--- src/v3a_fifo.sv ---
// Small synchronous queue with registered state, used as the front queue and as the result queue.
`default_nettype none
module v3a_fifo #(
    parameter int WIDTH = 8,
    parameter int DEPTH = 4
) (
    input  wire logic             i_clk,
    input  wire logic             i_rst_n,
    input  wire logic             i_push,
    input  wire logic [WIDTH-1:0] i_data,
    output logic                  o_full,
    input  wire logic             i_pop,
    output logic [WIDTH-1:0]      o_data,
    output logic                  o_empty
);
    localparam int AW = (DEPTH > 1) ? $clog2(DEPTH) : 1;

    logic [WIDTH-1:0] r_mem [DEPTH];
    logic [AW-1:0]    r_wp, r_rp;
    logic [AW:0]      r_cnt;
    logic             w_do_push, w_do_pop;

    assign o_full    = (r_cnt == (AW+1)'(DEPTH));
    assign o_empty   = (r_cnt == '0);
    assign w_do_push = i_push && !o_full;
    assign w_do_pop  = i_pop && !o_empty;
    assign o_data    = r_mem[r_rp];

    always_ff @(posedge i_clk) begin
        if (w_do_push) begin
            r_mem[r_wp] <= i_data;
        end
    end

    always_ff @(posedge i_clk) begin
        if (!i_rst_n) begin
            r_wp  <= '0;
            r_rp  <= '0;
            r_cnt <= '0;
        end else begin
            if (w_do_push) begin
                r_wp <= (r_wp == AW'(DEPTH-1)) ? '0 : r_wp + 1'b1;
            end
            if (w_do_pop) begin
                r_rp <= (r_rp == AW'(DEPTH-1)) ? '0 : r_rp + 1'b1;
            end
            r_cnt <= r_cnt + (AW+1)'(w_do_push) - (AW+1)'(w_do_pop);
        end
    end
endmodule
`default_nettype wire

--- config.mk ---
export PLATFORM = sky130hd
export DESIGN_NAME = v3a_fifo
export DESIGN_NICKNAME = d
export VERILOG_FILES = /design/src/v3a_fifo.sv
export SDC_FILE = /design/constraint.sdc
export NUM_CORES = 1
export LEC_CHECK = 0
export BUFFER_PORTS_ARGS = -buffer_cell sky130_fd_sc_hd__buf_2
export CAP_MARGIN = 20
export CORE_ASPECT_RATIO = 0.6
export CORE_UTILIZATION = 55
export CTS_BUF_LIST = sky130_fd_sc_hd__clkbuf_4 sky130_fd_sc_hd__clkbuf_8
export CTS_CLUSTER_DIAMETER = 30
export DETAILED_ROUTE_END_ITERATION = 8
export HOLD_SLACK_MARGIN = 0.06
export PLACE_DENSITY = 0.8
export SETUP_SLACK_MARGIN = 0.3
export SYNTH_ARGS = -nofsm -noshare
export SYNTH_HDL_FRONTEND = slang
export SYNTH_SLANG_ARGS = --single-unit
--- constraint.sdc ---
create_clock -name i_clk -period 2.65 [get_ports i_clk]
set_input_delay 0.53 -clock i_clk [delete_from_list [all_inputs] [get_ports i_clk]]
set_output_delay 0.53 -clock i_clk [all_outputs]
set_load 0.01 [all_outputs]
==> results.tsv, run 1 <==
metric	value	unit
status	completed	
slowest_stage	dfxtp_1	
grt_pass1_wl	3730	µm
cp.required	2120	ps
power.density	930	mW/mm²
skew	4.48	ps
whs	448	ps
mostFrequentLayoutCells	edfxtp_1, buf_2, mux4_2, dfxtp_1	
final_max_slew_viol_count	0	
dp_hpwl	1690	µm
startpoint_type	register	
coreArea	0.00287	mm²
clockRootBuffer	clkbuf_8	
fin_crit_sh	83.4	%
synth_nets	115	
antenna_left	0	
cts.reportedPaths.clkPinSlew	80	ps
track_usage	17.0	%
slew_headroom	64.5	%
regArea	0.00114	mm²
fp.dieH	44.5	µm
cpPeakStageDelay	660	ps
hold_viol	0	
irDropWorstVdd	0.428	mV
clock_latency	290	ps
drtPass1Iterations	4	
tritoncts	built	
synth.distinct_cells	21	
n_antenna_cell	0	
final_common_cell	edfxtp_1	
clock-sinks	41	
start_util	57.8	%
synth_top_area_share	57.9	%
multi_input_area	482	µm²
utilization	67.0	%
p_leak	0.000711	µW
drt_iter0_markers	32	
setup_tns	0	ps
yosysSeqAreaShare	68.8	%
yosys-top-cells-area	edfxtp_1, dfxtp_1, mux4_2, ha_1, inv_1	
regToRegEndpoint	r_cnt[2]	
ff2ff_path_depth	9	
power.total	1790	µW
route.detailed.drc	0	
syn_to_final_growth	15.9	%
reg2reg_from	r_cnt[1]	
crit_chain	mux4_2 > buf_2	
rsz0062_at_grt	no	
vias	836	
grt_overflow_total	0	
synthCells	95	
min_path_type	primary input to register	
endpoint	o_data[2]	
crit_arrival	1680	ps
cp_max_fo	8	
wire_per_inst	14.9	µm
critical_path.endpoint_type	primary output	
grt_max_degree	15	
syn_avg_cell_area	17.5	µm²
wl	2410	µm
nets	139	
vias_per_cell	5.16	
die_w	72.9	µm
numCtsBuffers	5	
synth_warnings	0	
synth_area	0.00166	mm²
fp-row-count	15	
synth-seq-cells	41	
port_buffers	21	
drive_above_1_share	36.7	%
grt_pass1_vias	801	
cts_max_path_buffers	2	
cts_setup_buffers	0	
synth_top_area_cell	edfxtp_1	
pin_count	22	
finalCriticalPeriod	2210	ps
tightest_slew	531	ps
antenna_found_initial	0	
max_freq	452	MHz
ff2ff_setup_slack	450	ps
critPathKind	register to primary output	
finalSetupViolations	0	
cts_max_level	2	
max_cap_violations	0	
fill_cells	195	
gp_congestion	0.776	
fp.dieArea	0.00325	mm²
## through the flow
| step | cells | cell area, µm² | worst slack [ps] |
|---|---|---|---|
| 2_1_floorplan | 95 | 1660 | 506 |
| 5_1_grt | 162 | 1920 | 309 |
| 3_3_place_gp | 154 | 1790 | 358 |
| 3_5_place_dp | 154 | 1790 | 306 |
| 4_1_cts | 162 | 1910 | 376 |
| 6_report | 162 | 1920 | 440 |
## metal layers
layer | global-route usage, % | share of wire (%)
met5 | 0 | 0
met3 | 5.92 | 4.2
met1 | 21.9 | 47
met2 | 26.9 | 48
met4 | 7.06 | 1.1
## synthesized netlist by cell type
cell / count
mux2i_1: 2
nor3_1: 1
nand2_1: 6
fa_1: 1
clkbuf_1: 2
and2_2: 3
edfxtp_1: 32
nor2b_2: 1
o21ai_0: 2
buf_6: 1
dfxtp_1: 9
nor2_1: 2
buf_2: 1
inv_1: 7
nor3b_4: 1
and2_1: 4
nand3_1: 2
mux4_2: 8
o31ai_2: 1
ha_1: 7
xnor2_1: 2
## worst max-delay path: cells and delay by family (launching register included)
family | cells | cell delay, ps
buf+inv | 1 | 150
mux | 1 | 570
flops | 1 | 660
## power by group
part           switching, µW  leakage (µW)  internal [µW]
Sequential              87.7      0.000367            791
Combinational            187      0.000289            222
Clock                    218     0.0000543            282
Total                    493      0.000711           1290
## layout make-up
class | instances | area share (%)
timing repair buffer | 21 | 5.47
clock buffer | 5 | 3.58
tap | 42 | 2.73
inverter | 7 | 1.37
multi-input combinational | 43 | 25.0
sequential | 41 | 59.4
clock inverter | 3 | 2.41
## what timing repair did
| item | in CTS | in global routing |
|---|---|---|
| endpoints found under the hold margin | 0 | 0 |
| endpoints found under the setup margin | 0 | 1 |
| resized for setup | 0 | 3 |
| hold buffers | 0 | 0 |
## registers in the layout, summed over array words and instances, names as in the netlist, named ones only
name / cells
r_wp: 2
r_mem: 32
r_rp: 2
r_cnt: 3
## logic make-up after synthesis
logic type                 after synthesis  synth area share (%)
AOI/OAI and AO/OA                        3                  1.36
xor gates and xnor gates                 2                  1.06
adders and majority gates                8                  6.49
buffers and inverters                   11                  3.02
DFF                                     41                  68.8
muxes                                   10                  12.1
and+or+nand+nor                         20                  7.24
## worst min path at each step
| stage | startpoint | endpoint | slack (ps) | depth (start not counted) |
|---|---|---|---|---|
| 2_1_floorplan | r_wp[1] | r_wp[1] | 470 | 2 |
| 3_3_place_gp | r_rp[1] | register | 500 | 2 |
| 3_5_place_dp | r_wp[1] | r_wp[1] | 510 | 2 |
| 4_1_cts | i_data[6] | r_mem[1][6] | 450 | 1 |
| 5_1_grt | i_data[6] | r_mem[0][6] | 440 | 1 |
| 6_report | i_data[6] | r_mem[1][6] | 450 | 1 |
Note: power is estimated with default switching activity, not from simulation.
==> inputs of run 2 (changes only) <==
Clock period 2.65 ns to 2.3 ns, I/O delays scaled along.
==> results.tsv, run 2 (synthesis gave the netlist of run 1 again) <==
metric	value	unit	change
tightest_slew	419	ps	-112 ps
p_leak	0.000736	µW	+3.6%
crit_arrival	2290	ps	+610 ps
drt_iter0_markers	46		+44%
finalCriticalPeriod	2110	ps	
reg2reg_from	r_cnt[2]		
cp_max_fo	4		-4
fp-row-count	15		unchanged
finalSetupViolations	0		unchanged
hold_viol	0		unchanged
final_area	0.00196	mm²	+2.0%
grt_pass1_wl	4110	µm	+10%
p_int	1500	µW	+16%
pin_count	22		unchanged
drtPass1Iterations	4		unchanged
cts.reportedPaths.clkPinSlew	80	ps	about the same
slew_headroom	72.1	%	+7.5 points
n_antenna_cell	0		unchanged
cp.required	2490	ps	+370 ps
largest_register_ffs	32		unchanged
status	completed		
clock-sinks	41		unchanged
die_w	72.9	µm	unchanged
rsz0062_at_grt	yes		
critPathLaunch	r_cnt[2]		
antenna_found_initial	0		unchanged
skew	6.04	ps	+1.56 ps
tritoncts	built		
wl	2670	µm	+11%
top_register	r_mem		
wire_per_inst	16.0	µm	+7.5%
critical_path.endpoint_type	register		
irDropWorstVdd	0.686	mV	+60%
final_max_slew_viol_count	0		unchanged
fp.dieArea	0.00325	mm²	unchanged
drive_above_1_share	44.0	%	+7.3 points
antenna_left	0		unchanged
setup_tns	0	ps	unchanged
cts_max_path_buffers	2		unchanged
vias	850		+1.7%
worstHoldStart	i_data[3]		
dp.cells	156		+1.3%
clockRootBuffer	clkbuf_8		
coreArea	0.00287	mm²	unchanged
vias_per_cell	5.09		-1.4%
ff2ff_setup_slack	190	ps	-260 ps
numCtsBuffers	5		unchanged
start_util	57.8	%	unchanged
clkPwrFrac	24.1	%	-3.9 points
dpl-instance-area	0.00182	mm²	+1.7%
seq_power_share	47.9	%	-1.2 points
cts_max_level	2		unchanged
gp_congestion	0.720		-7.3%
min_path_cells	1		unchanged
port_buffers	21		unchanged
max_cap_violations	0		unchanged
power.density	1060	mW/mm²	+14%
critPathKind	register to register		
route.detailed.drc	0		unchanged
startpoint_type	register		
syn_to_final_growth	18.3	%	
mostFrequentLayoutCells	edfxtp_1, buf_2, mux4_2		
clock_latency	290	ps	about the same
final_common_cell	edfxtp_1		
whs	384	ps	-64.1 ps
max_freq	475	MHz	
grt_max_degree	13		-2
fill_cells	202		+3.6%
ff2ff_path_depth	10		+1
dp_hpwl	1910	µm	+13%
fp.dieH	44.5	µm	unchanged
fin_crit_sh	91.6	%	
hold_buffers	0		unchanged
grt_pass1_vias	849		+6.0%
netSwitchingFraction	27.7	%	+0.094 points
final_cells	167		+3.1%
track_usage	19.6	%	+2.6 points
p_sw	573	µW	+16%
min_path_type	primary input to register		
grt_overflow_total	0		unchanged
p_comb_share	28.0	%	+5.1 points
power.total	2070	µW	+16%
reg_top3	r_mem: 32 flops, r_cnt: 3 flops		
nets	144		+3.6%
run 2: changes by cell type in the layout (fill, tap and decap cells not counted), sizes merged:
cell and delta:
clkinvlp -1, bufinv -1, clkbuf +3, clkinv -1, buf +5
run 2: timing repair:
item / 4_1_cts / 5_1_grt
gates resized for setup: 1 / 4
endpoints found under the setup margin: 1 / 4
setup buffers: 2 / 1
pin swaps: 1 / 1
run 2: layout make-up:
| type | instances | area, µm² | share of cell area [%] |
|---|---|---|---|
| Clock buffer | 8 | 97.6 | 4.97 |
| Inverter | 7 | 26.3 | 1.34 |
| Multi-Input combinational cell | 43 | 492 | 25.1 |
| Sequential cell | 41 | 1150 | 58.5 |
| Tap cell | 42 | 52.6 | 2.68 |
| Timing Repair Buffer | 26 | 146 | 7.46 |
run 2: power by group through the flow:
stage	combinational [µW]	sequential [µW]	clock (µW)
after floorplan	385	980	0
after global placement	503	997	0
after detailed placement	530	1010	0
after CTS	545	992	504
after global routing	642	1000	534
final	579	992	499
run 2: per-layer routing:
| metal | GRT usage, % | wire length (µm) | vias to the layer above |
|---|---|---|---|
| li1 | - | - | 407 |
| met2 | 31.4 | 1330 | 15 |
| met3 | 7.29 | 98 | 7 |
| met4 | 10.6 | 42 | 0 |
| met5 | 0 | 0 | - |
| met1 | 23.7 | 1200 | 421 |
run 2: critical path, cell delays in order, from the launching register on:
cell	delay (ps)
dfxtp_4	370
nor3b_4	160
nor2b_2	120
inv_1	60
ha_1	270
inv_1	40
ha_2	170
fa_2	380
xnor2_2	150
xnor2_1	120
and2_1	150
run 2: path summary, 6_finish.rpt:
| path | end |
|---|---|
| setup / recovery | r_cnt[2] |
| hold / removal | r_mem[0][3] |
| setup reg to reg | r_cnt[2] |
| hold reg to reg | r_wp[1] |
run 2: through the flow:
step,setup slack (ps),util [%]
final,194,68.3
after global routing,102,68.3
after CTS,239,67.5
after detailed placement,199,63.5
after global placement,233,63.5
after floorplan,244,-
==> inputs of run 3 (changes only) <==
Settings changed: CTS_CLUSTER_SIZE set to 24, MAX_ROUTING_LAYER set to met4.
==> results.tsv, run 3 (synthesis gave the netlist of run 1 again) <==
metric	value	unit	change
status	completed		
slew_headroom	72.0	%	-0.10 points
start_util	57.8	%	unchanged
antenna_found_initial	0		unchanged
dp_hpwl	1910	µm	unchanged
fin_crit_sh	91.6	%	about the same
critPathKind	register to register		
worst-path-buf-inv	2		unchanged
p_comb_share	27.9	%	about the same
tightest_slew	421	ps	+1.57 ps
mostFrequentLayoutCells	edfxtp_1, buf_2, mux4_2		
pin_count	22		unchanged
ff2ff_path_depth	10		unchanged
finalSetupViolations	0		unchanged
fp.dieArea	0.00325	mm²	unchanged
critical_path.endpoint_type	register		
drtPass1Iterations	4		unchanged
numCtsBuffers	5		unchanged
route.detailed.drc	0		unchanged
cpPeakStageDelay	380	ps	about the same
finalCriticalPeriod	2110	ps	+0.0550 ps
reg_top3	r_mem: 32 flops, r_cnt: 3 flops		
final_common_cell	edfxtp_1		
die_w	72.9	µm	unchanged
final_max_slew_viol_count	0		unchanged
hold_buffers	0		unchanged
critical-path-top-delay-family	adder cells		
port_buffers	21		unchanged
crit_chain	nor3b_4 > nor2b_2 > inv_1 > ha_1 > inv_1 > ha_2 > fa_2 > xnor2_2 > xnor2_1 > and2_1		
dp.cells	156		unchanged
grt_pass1_wl	4110	µm	-0.17%
cts.reportedPaths.clkPinSlew	80	ps	about the same
grt_overflow_total	0		unchanged
clkPwrFrac	24.2	%	about the same
vias	845		-0.59%
coreArea	0.00287	mm²	unchanged
cp_common_cell	inv_1		
max_cap_violations	0		unchanged
fp.dieH	44.5	µm	unchanged
track_usage	20.0	%	+0.45 points
irDropWorstVdd	0.693	mV	+1.0%
n_antenna_cell	0		unchanged
max_freq	475	MHz	about the same
p_sw	575	µW	+0.37%
cts_max_level	2		unchanged
nets	144		unchanged
syn_to_final_growth	18.3	%	unchanged
netSwitchingFraction	27.7	%	+0.072 points
top_register	r_mem		
clock-sinks	41		unchanged
crit_arrival	2300	ps	about the same
startpoint_type	register		
largest_register_ffs	32		unchanged
antenna_left	0		unchanged
p_int	1500	µW	about the same
cts_max_path_buffers	2		unchanged
gp_congestion	0.728		+1.2%
rsz0062_at_grt	yes		
skew	6.76	ps	+0.720 ps
fp-row-count	15		unchanged
clock_latency	290	ps	about the same
min_path_cells	1		unchanged
hold_viol	0		unchanged
cp_max_fo	4		unchanged
drt_iter0_markers	47		+2.2%
wl	2700	µm	+1.0%
grt_pass1_vias	854		+0.59%
setup_tns	0	ps	unchanged
grt_max_degree	13		unchanged
p_leak	0.000736	µW	unchanged
wire_per_inst	16.2	µm	+1.0%
drive_above_1_share	44.0	%	unchanged
cp.required	2490	ps	about the same
final_cells	167		unchanged
min_path_type	primary input to register		
tritoncts	built		
vias_per_cell	5.06		-0.59%
slowest_stage	fa_2		
clockRootBuffer	clkbuf_8		
power.density	1060	mW/mm²	+0.11%
cp.depth	10		unchanged
seq_power_share	47.9	%	about the same
==> run 3: cell counts in the layout (fill, tap and decap cells not counted) <==
Identical to the previous run, type by type.
==> run 3: power by group through the flow <==
stage	registers, µW	logic [µW]	clock network, µW
after floorplan	980	385	0
final	993	579	501
after detailed placement	1010	530	0
after CTS	992	545	504
after global placement	997	503	0
after global routing	1000	642	530
==> run 3: worst paths after layout <==
kind         startpoint     endpoint  slack, ps
max reg2reg    r_cnt[2]     r_cnt[2]        190
min           i_data[3]  r_mem[0][3]        390
max            r_cnt[2]     r_cnt[2]        190
min reg2reg     r_wp[1]      r_wp[1]        510
==> run 3: stage by stage <==
stage / hold WS [ps] / cell area, µm² / setup WS, ps / util, % / power, µW
2_1_floorplan: 468 / 1670 / 244 / - / 1360
3_3_place_gp: 482 / 1820 / 233 / 63.5 / 1500
3_5_place_dp: 507 / 1820 / 199 / 63.5 / 1540
4_1_cts: 380 / 1940 / 239 / 67.5 / 2040
5_1_grt: 381 / 1960 / 102 / 68.3 / 2180
6_report: 385 / 1960 / 194 / 68.3 / 2070
==> run 3: timing repair <==
| action | in CTS | in global routing |
|---|---|---|
| endpoints found under the setup margin | 1 | 3 |
| pin swaps | 1 | 1 |
| buffers inserted | 2 | 1 |
| gates resized for setup | 1 | 4 |
==> run 3: cell type report <==
class | count | area (µm²)
clock buffer | 8 | 97.6
fill | 202 | 910
inverter | 7 | 26.3
multi-input combinational | 43 | 492
sequential | 41 | 1150
tap | 42 | 52.6
timing repair buffer | 26 | 146
==> run 3: per-layer routing <==
layer / global-route usage (%) / part of all wire [%]
met4: 10.6 / 2.0
met5: - / 0
met3: 6.38 / 4.4
met1: 23.5 / 46
met2: 31.6 / 47
